<file path="src/sv/lgas_pkg.sv">
package lgas_pkg;

    localparam int AGE_W          = 3;
    localparam int GRID_WIDTH_W   = 11;
    localparam int GRID_HEIGHT_W  = 16;
    localparam int CFG_INDEX_W    = 2;
    localparam int CFG_DATA_W     = 16;

    localparam int MAX_WIDTH_DEFAULT = 1024;

    // saturation point of the age counter
    localparam logic [7:0] AGE_CAP = 8'd7;

    // register values after reset, and the smallest legal grid side
    localparam int RESET_GRID_WIDTH  = 1024;
    localparam int RESET_GRID_HEIGHT = 768;
    localparam int MIN_GRID          = 3;

    localparam logic [CFG_INDEX_W-1:0] CFG_GRID_WIDTH  = 2'd0;
    localparam logic [CFG_INDEX_W-1:0] CFG_GRID_HEIGHT = 2'd1;

    localparam logic KIND_CELL  = 1'b0;
    localparam logic KIND_DRAIN = 1'b1;

    typedef logic [AGE_W-1:0] t_age;

    // one window column: [0] top, [1] middle, [2] bottom
    typedef t_age [2:0] t_column;

    typedef struct packed {
        logic kind;
        t_age cell_age;
    } t_in;

    typedef struct packed {
        t_age next_age;
        logic frame_last;
    } t_out;

    // per-item control carried from the counter stage to the window stage
    typedef struct packed {
        t_age age;
        logic emit;
        logic top;
        logic bottom;
        logic left;
        logic right;
        logic last;
    } t_s1_ctl;

endpackage

</file>
<file path="src/sv/lgas_front.sv">
module lgas_front #(
    parameter int MAX_WIDTH = lgas_pkg::MAX_WIDTH_DEFAULT
) (
    input  logic                                   i_clk,
    input  logic                                   i_rst_n,
    input  logic                                   i_cfg_valid,
    input  logic [lgas_pkg::CFG_INDEX_W-1:0]       i_cfg_index,
    input  logic [lgas_pkg::CFG_DATA_W-1:0]        i_cfg_data,
    output logic                                   o_cfg_ready,
    input  logic                                   i_in_valid,
    input  lgas_pkg::t_in                          i_in_data,
    output logic                                   o_in_ready,
    input  logic                                   i_take,
    output logic                                   o_s1_valid,
    output lgas_pkg::t_s1_ctl                      o_s1,
    output logic                                   o_rd_en,
    output logic [$clog2(MAX_WIDTH)-1:0]           o_rd_addr,
    output logic                                   o_wr_en,
    output logic [$clog2(MAX_WIDTH)-1:0]           o_wr_addr
);

    localparam int CW = $clog2(MAX_WIDTH);
    localparam int WW = $clog2(MAX_WIDTH + 1);
    localparam int EW = (WW > lgas_pkg::GRID_WIDTH_W) ? WW : lgas_pkg::GRID_WIDTH_W;
    localparam int HW = lgas_pkg::GRID_HEIGHT_W;
    localparam int RESET_WIDTH_EFF = (lgas_pkg::RESET_GRID_WIDTH > MAX_WIDTH) ?
                                     MAX_WIDTH : lgas_pkg::RESET_GRID_WIDTH;

    logic [WW-1:0] r_width;
    logic [HW-1:0] r_height;
    logic [CW-1:0] r_in_col, n_in_col;
    logic [HW-1:0] r_in_row, n_in_row;
    logic [CW-1:0] r_out_col, n_out_col;
    logic [HW-1:0] r_out_row, n_out_row;
    logic          r_s1_valid, n_s1_valid;
    lgas_pkg::t_s1_ctl r_s1, n_s1;
    logic [CW-1:0] r_s1_col;

    logic          cfg_acc, cfg_hit;
    logic          in_acc, in_load, s1_adv;
    logic          in_active, ignored;
    logic [EW-1:0] cfg_w_raw, cfg_w_clamp;
    logic [HW-1:0] cfg_h_clamp;
    logic [WW-1:0] in_col_inc, out_col_inc;
    logic [HW:0]   out_row_inc;

    assign o_cfg_ready = 1'b1;
    assign cfg_acc     = i_cfg_valid && o_cfg_ready;
    assign cfg_hit     = cfg_acc && ((i_cfg_index == lgas_pkg::CFG_GRID_WIDTH) ||
                                     (i_cfg_index == lgas_pkg::CFG_GRID_HEIGHT));

    assign cfg_w_raw   = EW'(i_cfg_data[lgas_pkg::GRID_WIDTH_W-1:0]);
    assign cfg_w_clamp = (cfg_w_raw < EW'(lgas_pkg::MIN_GRID)) ? EW'(lgas_pkg::MIN_GRID) :
                         (cfg_w_raw > EW'(MAX_WIDTH))          ? EW'(MAX_WIDTH) : cfg_w_raw;
    assign cfg_h_clamp = (i_cfg_data < HW'(lgas_pkg::MIN_GRID)) ? HW'(lgas_pkg::MIN_GRID) :
                         i_cfg_data;

    assign s1_adv     = r_s1_valid && i_take;
    assign o_in_ready = !r_s1_valid || s1_adv;
    assign in_acc     = i_in_valid && o_in_ready;

    // drain ticks while the frame's rows are still coming in are swallowed
    assign in_active = r_in_row < r_height;
    assign ignored   = in_active && (i_in_data.kind == lgas_pkg::KIND_DRAIN);
    assign in_load   = in_acc && !ignored;

    assign in_col_inc  = WW'(r_in_col) + WW'(1);
    assign out_col_inc = WW'(r_out_col) + WW'(1);
    assign out_row_inc = {1'b0, r_out_row} + (HW+1)'(1);

    always_comb begin
        n_s1.age    = in_active ? i_in_data.cell_age : '0;
        n_s1.emit   = (r_in_row >= HW'(2)) || ((r_in_row == HW'(1)) && (r_in_col != '0));
        n_s1.top    = r_out_row != '0;
        n_s1.bottom = out_row_inc < {1'b0, r_height};
        n_s1.left   = r_out_col != '0;
        n_s1.right  = out_col_inc < r_width;
        n_s1.last   = n_s1.emit && !n_s1.bottom && !n_s1.right;
    end

    always_comb begin
        n_in_col  = r_in_col;
        n_in_row  = r_in_row;
        n_out_col = r_out_col;
        n_out_row = r_out_row;
        if (in_load) begin
            if (n_s1.last) begin
                n_in_col  = '0;
                n_in_row  = '0;
                n_out_col = '0;
                n_out_row = '0;
            end else begin
                if (n_s1.emit) begin
                    if (n_s1.right) begin
                        n_out_col = CW'(out_col_inc);
                    end else begin
                        n_out_col = '0;
                        n_out_row = out_row_inc[HW-1:0];
                    end
                end
                if (in_col_inc >= r_width) begin
                    n_in_col = '0;
                    if (r_in_row != '1) begin
                        n_in_row = r_in_row + HW'(1);
                    end
                end else begin
                    n_in_col = CW'(in_col_inc);
                end
            end
        end
    end

    always_comb begin
        n_s1_valid = r_s1_valid;
        if (in_load) begin
            n_s1_valid = 1'b1;
        end else if (s1_adv) begin
            n_s1_valid = 1'b0;
        end
    end

    always_ff @(posedge i_clk) begin
        if (!i_rst_n) begin
            r_width    <= WW'(RESET_WIDTH_EFF);
            r_height   <= HW'(lgas_pkg::RESET_GRID_HEIGHT);
            r_in_col   <= '0;
            r_in_row   <= '0;
            r_out_col  <= '0;
            r_out_row  <= '0;
            r_s1_valid <= 1'b0;
        end else begin
            if (cfg_acc) begin
                case (i_cfg_index)
                    lgas_pkg::CFG_GRID_WIDTH:  r_width  <= WW'(cfg_w_clamp);
                    lgas_pkg::CFG_GRID_HEIGHT: r_height <= cfg_h_clamp;
                    default: ;
                endcase
            end
            if (cfg_hit) begin
                r_in_col  <= '0;
                r_in_row  <= '0;
                r_out_col <= '0;
                r_out_row <= '0;
            end else begin
                r_in_col  <= n_in_col;
                r_in_row  <= n_in_row;
                r_out_col <= n_out_col;
                r_out_row <= n_out_row;
            end
            r_s1_valid <= n_s1_valid;
        end
    end

    always_ff @(posedge i_clk) begin
        if (in_load) begin
            r_s1     <= n_s1;
            r_s1_col <= r_in_col;
        end
    end

    assign o_s1_valid = r_s1_valid;
    assign o_s1       = r_s1;
    assign o_rd_en    = in_load;
    assign o_rd_addr  = r_in_col;
    assign o_wr_en    = s1_adv;
    assign o_wr_addr  = r_s1_col;

    // counters stay inside the row
    a_in_col_range: assert property (@(posedge i_clk) disable iff (!i_rst_n)
        WW'(r_in_col) < r_width)
        else $error("input column beyond grid width");

    a_out_col_range: assert property (@(posedge i_clk) disable iff (!i_rst_n)
        WW'(r_out_col) < r_width)
        else $error("output column beyond grid width");

    // a swallowed drain tick leaves the raster position alone
    a_ignored_stable: assert property (@(posedge i_clk) disable iff (!i_rst_n)
        (in_acc && ignored && !cfg_acc) |=>
            ($stable(r_in_col) && $stable(r_in_row) && $stable(r_out_col)))
        else $error("ignored drain tick moved the counters");

endmodule

</file>
<file path="config.mk">
export PLATFORM = sky130hd
export DESIGN_NAME = lgas_front
export DESIGN_NICKNAME = d
export VERILOG_FILES = /design/src/sv/lgas_pkg.sv /design/src/sv/lgas_front.sv
export SDC_FILE = /design/constraint.sdc
export NUM_CORES = 1
export LEC_CHECK = 0
export BUFFER_PORTS_ARGS = -buffer_cell sky130_fd_sc_hd__buf_4
export CORE_MARGIN = 2
export CORE_UTILIZATION = 35
export DETAILED_ROUTE_END_ITERATION = 12
export PLACE_DENSITY = 0.6
export SLEW_MARGIN = 10
export SYNTH_ARGS = -nofsm -noshare
export SYNTH_HDL_FRONTEND = slang
export SYNTH_SLANG_ARGS = --single-unit
</file>
<file path="constraint.sdc">
create_clock -name i_clk -period 8.98 [get_ports i_clk]
set_input_delay 0.898 -clock i_clk [delete_from_list [all_inputs] [get_ports i_clk]]
set_output_delay 0.898 -clock i_clk [all_outputs]
set_load 0.02 [all_outputs]
</file>
==> flow_summary_export.csv, run 1 <==
group,metric,value,unit
run_status,run_status,"complete, no violations",
drt,vias,5161,
layout,n_antenna_cell,0,
min_path,hp-class,"reg -> reg",
die,die_h,135,um
yosys,synthTopCellsByCount,"dfxtp_1, nand2_1, ha_1",
die,die_area,18200,um2
global_route,grt_start_max_net_pins,33,
clock_network,cts_root_buf,"clkbuf_16",
drt,drc,0,
global_route,antenna_found_initial,0,
power,power_leakage,2.84,nW
place,io_buffers,59,
critical_path,worst_setup_path_start_kind,"flip-flop",
timing,finalHoldViolCount,0,
yosys,avgSynthCellArea,8.75,um2
yosys,yosysWarningCount,0,
yosys,async_flop_share,0,%
yosys,synth-xor-area-share,4.23,%
global_route,grt_remaining_overflow,0,
timing,tns,0,ns
drt,drt_first_iter_violations,362,
yosys,synthFlopType,"dfxtp_1",
layout,final_util,41.4,%
timing,tightest_slew,0.942,ns
yosys,synthSimpleGateAreaFrac,22.0,%
timing,fin_crit,4.15,ns
drt,ant_nets,0,
clock_network,htree_levels,3,
clock_network,insertion_delay,0.36,ns
layout,final_nets,821,
yosys,synthDominantCellAreaShare,26.7,%
clock_network,clockBufferDepth,2,
power,peakVddDrop,0.0901,mV
clock_network,cts_resized,0,
die,initial_core_util,36.0,%
timing,period_share,46.2,%
timing,rsz0062_at_grt,"no",
place,globalplace.congestion,0.850,
die,rows,47,
die,die_w,135,um
timing,slew_headroom,37.2,%
yosys,synthAdderAreaFrac,12.5,%
timing,fmax,241,MHz
yosys,synth-seq-cells,99,
critical_path,arrival,4.42,ns
clock_network,cts_made_buffers,9,
place,hpwlAfterDp,12300,um
timing,hold_slack,0.466,ns
clock_network,postCtsSetupBuffers,0,
die,io_pins,61,
yosys,synthesis.area,6010,um2
layout,areaGrowthSynthToFinish,15.2,%
yosys,yosysTopAreaCell,"dfxtp_1",
global_route,first_global_vias,4903,
yosys,post-synth-top-count-cell,"dfxtp_1",
critical_path,cp_max_fo,15,
place,place_area,6620,um2
clock_network,numClockSinks,99,
yosys,synth_top_family_by_area,"simple AND/OR/NAND/NOR gates",
drt,vias_per_cell,5.38,
layout,fin_area,6920,um2
timing,setup_viol,0,
clock_network,tritoncts,"done",
yosys,synth_cells,687,
critical_path,cp.required,9.25,ns
yosys,ys_seq_area_share,36.2,%
yosys,synth_compound_area_share,19.4,%
critical_path,critical_path_class,"reg -> reg",
drt,wl_per_cell,16.8,um
yosys,synth-edff-count,19,
global_route,grt_usage,18.6,%
layout,fillers,1715,
yosys,ys_types,71,
timing,finalClockSkew,0.0107,ns
yosys,synthMuxAreaShare,0.187,%
critical_path,critPathCaptureType,"flip-flop",
timing,slew_viol_final,0,
critical_path,reg2reg_slack,4.83,ns
power,power_density,136,nW/um2
yosys,syn_nets,774,
job,drv_cap,0,
global_route,grt_first_pass_wirelength,26500,um
drt,drt-total-wl,16100,um
yosys,synth_area_leaders,"dfxtp_1, ha_1, edfxtp_1",
drt,drtPass1Iterations,5,
die,core_area,16700,um2
clock_network,path_clk_slew,0.07,ns
clock_network,hold_buffers,0,
layout,drive_gt1_share,13.1,%
==> critical path: stages (launching register included) <==
cell,delay (ns)
dfxtp_1,0.45
nand3_1,0.19
nor2_1,0.29
nand3_1,0.14
xnor2_1,0.22
ha_1,0.29
a2111oi_2,0.37
o221ai_1,0.18
o22a_1,0.35
inv_2,0.26
a211o_4,0.18
nand2_1,0.36
or3_1,0.58
o31ai_1,0.20
==> stage by stage <==
step | cells | power (mW) | worst slack (ns)
after floorplan | 687 | 0.523 | 5.58
after detailed placement | 943 | 0.556 | 4.89
after CTS | 959 | 0.956 | 4.86
after global routing | 959 | 0.981 | 4.38
final | 959 | 0.944 | 4.83
after global placement | 943 | 0.555 | 5.02
==> path summary, 6_finish.rpt <==
check,start,end,depth (start not counted)
worst min register to register,r_height[14]$_SDFFE_PN0P_,r_height[14]$_SDFFE_PN0P_,2
worst min-delay path,r_height[14]$_SDFFE_PN0P_,r_height[14]$_SDFFE_PN0P_,2
worst max register to register,r_out_col[2]$_SDFFE_PP0P_,r_in_row[15]$_SDFFE_PP0P_,13
worst max-delay path,r_out_col[2]$_SDFFE_PP0P_,r_in_row[15]$_SDFFE_PP0P_,13
==> cell usage in the layout, fill, tap and decap left out, types with 8 or more instances in the layout <==
| cell | count |
|---|---|
| xor2_1 | 16 |
| a22o_1 | 14 |
| nor2_1 | 31 |
| edfxtp_1 | 19 |
| and2_1 | 8 |
| o21ai_0 | 29 |
| a21boi_0 | 13 |
| nand2_1 | 67 |
| ha_1 | 60 |
| o211ai_1 | 8 |
| a21o_1 | 10 |
| a211oi_1 | 8 |
| inv_1 | 53 |
| nor4_1 | 13 |
| nor2b_1 | 20 |
| clkbuf_16 | 9 |
| nand4_1 | 16 |
| a21oi_1 | 37 |
| nor3_1 | 13 |
| dfxtp_1 | 80 |
| and3_1 | 14 |
| buf_4 | 61 |
| xnor2_1 | 13 |
| o31ai_1 | 8 |
| nand3_1 | 35 |
==> kinds of logic after synthesis <==
logic type      Yosys count
simple gates            251
fa+ha+maj                60
xor+xnor                 29
buf+inv                  80
other cells               1
compound gates          166
flops                    99
mux                       1
==> per-layer routing <==
metal | track usage (%) | wire length [um]
met5 | 0 | 0
met4 | 5.73 | 233
met3 | 3.98 | 1020
met2 | 27.3 | 6760
met1 | 27.3 | 8100
==> where the power goes <==
group          leakage (nW)  internal [mW]  switching [mW]
logic                  1.87         0.0308          0.0516
registers             0.823          0.459         0.00383
clock network         0.148          0.218           0.180
total                  2.84          0.708           0.235
==> area by class of cell <==
type / count / area (um2) / area share, %
multi-input combinational: 508 / 3510 / 50.7
sequential: 99 / 2170 / 31.4
timing repair buffer: 61 / 458 / 6.62
tap: 220 / 275 / 3.98
clock buffer: 9 / 225 / 3.25
inverter: 55 / 209 / 3.02
clock inverter: 7 / 73.8 / 1.07
==> sequential cells by signal, indices dropped and copies added, names as in the netlist <==
name and cells:
o_s1_valid 1, o_s1 9, r_out_row 16, r_height 16
r_width 11, r_out_col 10, o_wr_addr 10, o_rd_addr 10
r_in_row 16
Power figures use the tool's default switching activity.
==> run 2, diff against run 1 <==
- ABC_AREA: default -> 1
- clock period: 8.98 -> 3.9 ns (I/O delays scaled with it)
==> run 2 against run 1 <==
Worst hold slack got worse by 0.19 ns. Maximum frequency rose by 25%. Clock-buffer cell count did not move. Sequential share of layout area fell by 1.7 points. Critical path depth rose by 8.
==> flow_summary_export.csv, run 2 <==
group,metric,value,unit
clock_network,cts_root_buf,"clkbuf_16",
global_route,first_global_vias,5362,
yosys,ys_seq_area_share,34.4,%
place,dp_slack,0.645,ns
clock_network,numClockSinks,99,
yosys,avgSynthCellArea,7.03,um2
timing,hold_slack,0.275,ns
layout,final_cell_mix,"nand2_1, inv_1, nor2_1",
critical_path,cp_common_cell,"nand2_1",
clock_network,tritoncts,"done",
critical_path,critPathCaptureType,"flip-flop",
yosys,yosysTopAreaCell,"dfxtp_1",
layout,areaGrowthSynthToFinish,15.8,%
run_status,run_status,"complete, no violations",
global_route,grt_remaining_overflow,0,
yosys,post-synth-top-count-cell,"nand2_1",
drt,ant_nets,0,
min_path,hp-class,"in -> reg",
global_route,grt_usage,17.1,%
timing,rsz0062_at_grt,"no",
timing,fmax,301,MHz
die,core_area,17800,um2
layout,fin_area,7310,um2
place,hpwlAfterDp,12100,um
global_route,grt_first_pass_wirelength,26600,um
yosys,synth_cells,897,
layout,top_regs,"r_height x16, r_in_row x16, r_out_row x16",
die,die_area,19100,um2
critical_path,cp_max_fo,16,
clock_network,hold_buffers,0,
critical_path,endpoint,"o_rd_addr[8]$_SDFFE_PP0P_",
critical_path,crit_cells,21,
clock_network,postCtsSetupBuffers,0,
drt,drt-total-wl,15800,um
layout,final_common_cell,"nand2_1",
critical_path,critical_path_class,"reg -> reg",
job,drv_cap,0,
layout,n_antenna_cell,0,
global_route,grt_start_max_net_pins,34,
timing,setup_ws,0.582,ns
timing,period_share,85.1,%
drt,drc,0,
yosys,synthDominantCellAreaShare,25.4,%
clock_network,insertion_delay,0.36,ns
place,globalplace.congestion,0.858,
layout,final_nets,1039,
yosys,synth_area_leaders,"dfxtp_1, nand2_1, ha_1",
power,power.total,2.39,mW
layout,final_util,41.0,%
clock_network,clockBufferDepth,2,
die,die_h,138,um
critical_path,rr_startpoint,"r_out_row[0]$_SDFFE_PP0P_",
critical_path,reg2reg_depth,21,
drt,vias,5703,
critical_path,reg2reg_slack,0.58,ns
critical_path,crit_path_top_delay_cell,"dfxtp_1",
drt,drt_first_iter_violations,383,
die,rows,49,
place,place_area,6980,um2
yosys,synthFlopType,"dfxtp_1",
place,io_buffers,59,
power,peakVddDrop,0.219,mV
clock_network,path_clk_slew,0.08,ns
yosys,syn_nets,984,
critical_path,r2r-end,"o_rd_addr[8]$_SDFFE_PP0P_",
die,initial_core_util,35.4,%
power,power_density,327,nW/um2
timing,fin_crit,3.32,ns
yosys,async_flop_share,0,%
timing,finalClockSkew,0.0133,ns
critical_path,cp.required,4.20,ns
layout,drive_gt1_share,10.9,%
critical_path,cp_cell_sequence,"inv_1, nor3_2, nand3_1, nor2_1, inv_1, nor3_1, xor2_1, ha_1, nand2_1, inv_1, nand2_1, nand2_1, nand2_1, nand2_1, nor2_1, nand2_2, nand3_4, nand2_1, nor2_2, nand2_1, a21oi_1",
critical_path,worst_setup_path_start_kind,"flip-flop",
timing,finalHoldViolCount,0,
clock_network,cts_made_buffers,9,
timing,tns,0,ns
timing,slew_viol_final,0,
place,dp_cells,1170,
die,die_w,138,um
clock_network,htree_levels,3,
drt,wl_per_cell,13.4,um
yosys,synthesis.area,6310,um2
clock_network,cts_resized,0,
critical_path,crit_buf_inv,3,
critical_path,cp_top_family,"simple AND/OR/NAND/NOR gates",
drt,vias_per_cell,4.81,
yosys,synthTopCellsByCount,"nand2_1, inv_1, nor2_1",
critical_path,arrival,3.62,ns
timing,setup_viol,0,
timing,tightest_slew,0.585,ns
critical_path,critPathLaunch,"r_out_row[0]$_SDFFE_PP0P_",
timing,slew_headroom,60.9,%
yosys,synth-seq-cells,99,
yosys,ys_types,40,
yosys,synth-edff-count,19,
power,power_leakage,3.39,nW
critical_path,max_stage_delay,0.36,ns
global_route,antenna_found_initial,0,
yosys,yosysWarningCount,0,
die,io_pins,61,
layout,stdcell_count,1186,
drt,drtPass1Iterations,5,
## run 2: cell types whose count changed after synthesis, moves of 13 or more
| cell | change |
|---|---|
| nand3_1 | +22 |
| inv_1 | +76 |
| nand2_1 | +151 |
| nor2b_1 | -20 |
| nor2_1 | +77 |
| a22o_1 | -14 |
| a21oi_1 | +30 |
| xnor2_1 | -13 |
| and3_1 | -14 |
## run 2: worst min path at each step
stage	start	endpoint	slack (ns)	cells past startpoint
floorplan	r_width[3]$_SDFFE_PN0P_	r_width[3]$_SDFFE_PN0P_	0.45	2
global placement	r_width[5]$_SDFFE_PN0P_	r_width[5]$_SDFFE_PN0P_	0.45	2
detailed placement	r_width[8]$_SDFFE_PN0P_	r_width[8]$_SDFFE_PN0P_	0.46	2
CTS	i_cfg_data[9]	r_height[9]$_SDFFE_PN1P_	0.26	3
global route	i_cfg_data[9]	r_height[9]$_SDFFE_PN1P_	0.29	3
finish	i_cfg_data[9]	r_height[9]$_SDFFE_PN1P_	0.27	3
## run 2: cell type report
cell class,instances,area [um2]
timing repair buffer,67,503
multi-input combinational,641,3510
clock buffer,9,225
inverter,134,505
fill,1876,10500
clock inverter,7,106
tap,229,287
sequential,99,2170
## run 2: per-layer routing
metal | routed length, um | global-route usage, % | up-vias
li1 | - | - | 2994
met1 | 7580 | 21.8 | 2585
met2 | 7490 | 29.4 | 105
met3 | 471 | 3.01 | 19
met4 | 299 | 5.80 | 0
met5 | 0 | 0 | -
## run 2: where the power goes
| part | leakage, nW | internal (mW) | total [mW] | switching [mW] |
|---|---|---|---|---|
| Sequential | 0.826 | 1.07 | 1.09 | 0.0185 |
| Clock | 0.156 | 0.574 | 1.01 | 0.434 |
| Combinational | 2.41 | 0.105 | 0.292 | 0.187 |
| Total | 3.39 | 1.75 | 2.39 | 0.639 |
## run 2: kinds of logic after synthesis
logic type,Yosys count,share of synthesized area (%)
and+or+nand+nor,442,30.1
buffers and inverters,157,9.94
AOI/OAI and AO/OA,110,9.68
xor gates and xnor gates,28,3.89
adders and majority gates,60,11.9
DFF,99,34.4
other,1,0.0594
## run 2: tightest hold or removal path, delay by kind of cell
| family | cells | cell delay [ns] |
|---|---|---|
| simple gates | 1 | 0.05 |
| buf+inv | 1 | 0.10 |
| compound gates | 1 | 0.06 |
==> run 3, diff against run 2 <==
- GPL_TIMING_DRIVEN: default -> 0
==> run 3 against run 2 <==
Final area up 0.31%. Core utilization is 0.13 points higher. Worst hold slack improved by 0.013 ns. Sequential power barely moved. Final cell count increased by 1.3%. Power is 4.3% lower. Clock-buffer cell count up 1. Via count rose by 0.12%. Sequential share of layout area decreased by 0.091 points. Die area is the same. Critical path type unchanged. Combinational power is 2% higher.
==> flow_summary_export.csv, run 3 (synthesis results as in run 2) <==
group,metric,value,unit
run_status,run_status,"complete, no violations",
die,die_h,138,um
timing,period_share,87.0,%
timing,finalHoldViolCount,0,
clock_network,path_clk_slew,0.07,ns
critical_path,crit_path_top_delay_cell,"dfxtp_1",
critical_path,worst_setup_path_start_kind,"flip-flop",
timing,fin_crit,3.39,ns
timing,fmax,295,MHz
layout,drive_gt1_share,10.9,%
timing,setup_ws,0.505,ns
timing,slew_headroom,61.9,%
critical_path,critical_path_class,"reg -> reg",
global_route,grt_start_max_net_pins,30,
clock_network,hold_buffers,0,
min_path,hold_path_depth,3,
clock_network,htree_levels,3,
critical_path,rr_startpoint,"r_out_row[0]$_SDFFE_PP0P_",
die,die_area,19100,um2
critical_path,reg2reg_depth,20,
timing,hold_slack,0.288,ns
place,globalplace.congestion,0.863,
critical_path,max_stage_delay,0.36,ns
global_route,antenna_found_initial,0,
power,switching_share,26.7,%
critical_path,arrival,3.49,ns
critical_path,crit_buf_inv,6,
drt,drc,0,
layout,final_util,41.1,%
global_route,grt_remaining_overflow,0,
global_route,grt_usage,17.4,%
power,power_density,312,nW/um2
clock_network,cts_root_buf,"clkbuf_16",
place,place_area,7040,um2
global_route,grt_first_pass_wirelength,27100,um
drt,drt_first_iter_violations,287,
power,power_leakage,3.39,nW
min_path,whs_endpoint,"r_height[8]$_SDFFE_PN1P_",
critical_path,critPathLaunch,"r_out_row[0]$_SDFFE_PP0P_",
power,power_frac_seq,47.8,%
critical_path,r2r-end,"o_s1[0]$_DFFE_PP_",
layout,final_nets,1054,
critical_path,critPathCaptureType,"flip-flop",
job,drv_cap,0,
place,hpwlAfterDp,12500,um
die,rows,49,
layout,top_regs,"r_height x16, r_in_row x16, r_out_row x16",
power,combPwrFrac,13.0,%
critical_path,cp_cell_sequence,"inv_1, nor3_2, nand3_1, nor2_1, inv_1, nor3_1, xor2_1, ha_1, nand2_1, inv_1, nand2_1, nand2_1, nand2_1, nand2_1, nor2_1, nand2_2, nand3_4, buf_2, buf_2, inv_1",
layout,fin_area,7330,um2
drt,ant_nets,0,
layout,n_antenna_cell,0,
critical_path,reg2reg_slack,0.51,ns
place,io_buffers,59,
power,p_clk_share,39.3,%
layout,final_cell_mix,"nand2_1, inv_1, nor2_1",
min_path,min_from,"i_cfg_data[8]",
die,core_area,17800,um2
critical_path,cp_max_fo,10,
clock_network,postCtsSetupBuffers,0,
timing,rsz0062_at_grt,"no",
critical_path,cp.required,4.00,ns
die,die_w,138,um
clock_network,cts_resized,0,
power,p_int,1.68,mW
clock_network,insertion_delay,0.35,ns
die,initial_core_util,35.4,%
clock_network,numClockSinks,99,
global_route,first_global_vias,5421,
layout,areaGrowthSynthToFinish,16.2,%
timing,tightest_slew,0.572,ns
timing,tns,0,ns
drt,drt-total-wl,16100,um
place,dp_slack,0.517,ns
min_path,hp-class,"in -> reg",
critical_path,cp_top_family,"simple AND/OR/NAND/NOR gates",
clock_network,cts_made_buffers,9,
drt,wl_per_cell,13.4,um
drt,vias_per_cell,4.75,
clock_network,tritoncts,"done",
clock_network,clockBufferDepth,2,
critical_path,cp_common_cell,"nand2_1",
timing,slew_viol_final,0,
power,power_switching,0.611,mW
layout,final_common_cell,"nand2_1",
die,io_pins,61,
power,peakVddDrop,0.259,mV
drt,drtPass1Iterations,5,
timing,finalClockSkew,0.0133,ns
timing,setup_viol,0,
drt,vias,5710,
-- run 3: cell count changes in the layout (fill, tap and decap cells not counted), sizes merged --
cell and delta:
buf +4, bufinv -1, clkbuf +12, clkinv +3
clkinvlp -1, inv -2
-- run 3: worst max path at each step --
stage | endpoint | slack, ns | cells past startpoint
4_1_cts | o_s1[0]$_DFFE_PP_ | 0.50 | 20
3_3_place_gp | o_s1[0]$_DFFE_PP_ | 0.52 | 20
6_report | o_s1[0]$_DFFE_PP_ | 0.51 | 20
3_5_place_dp | o_s1[0]$_DFFE_PP_ | 0.52 | 20
5_1_grt | o_s1[0]$_DFFE_PP_ | 0.19 | 20
2_1_floorplan | o_s1[0]$_DFFE_PP_ | 1.09 | 20
-- run 3: cell type report --
cell class | count | area, um2
clock buffers | 10 | 229
repair buffers | 59 | 443
well taps | 229 | 287
fillers | 1902 | 10500
plain buffers | 23 | 121
flip-flops and latches | 99 | 2170
inverters | 134 | 505
multi-input cells | 641 | 3510
clock inverters | 6 | 63.8
-- run 3: power groups by stage --
stage / sequential, mW / clock, mW / combinational [mW]
floorplan: 1.13 / 0 / 0.178
global placement: 1.12 / 0 / 0.294
detailed placement: 1.12 / 0 / 0.297
CTS: 1.09 / 0.924 / 0.299
global route: 1.10 / 0.962 / 0.339
finish: 1.09 / 0.899 / 0.297
-- run 3: worst reg2reg max path: cells and delay by family (launching register included) --
family                   cells  cell delay [ns]
XOR/XNOR                     1             0.26
adder cells (fa/ha/maj)      1             0.27
flip-flops                   1             0.36
buffers and inverters        6             0.81
AND/OR/NAND/NOR             12             1.45
-- run 3: per-stage QoR --
stage / cells / power (mW)
2_1_floorplan: 897 / 1.30
3_3_place_gp: 1185 / 1.41
3_5_place_dp: 1185 / 1.41
4_1_cts: 1201 / 2.32
5_1_grt: 1201 / 2.40
6_report: 1201 / 2.29
-- run 3: layer usage --
layer  vias to the layer above  track usage, %  part of all wire [%]
met5                         -               0                     0
met4                         0            4.73                   1.1
met3                        12            3.12                   4.0
met2                        93            30.5                    49
met1                      2577            22.1                    46
li1                       3028               -                     -
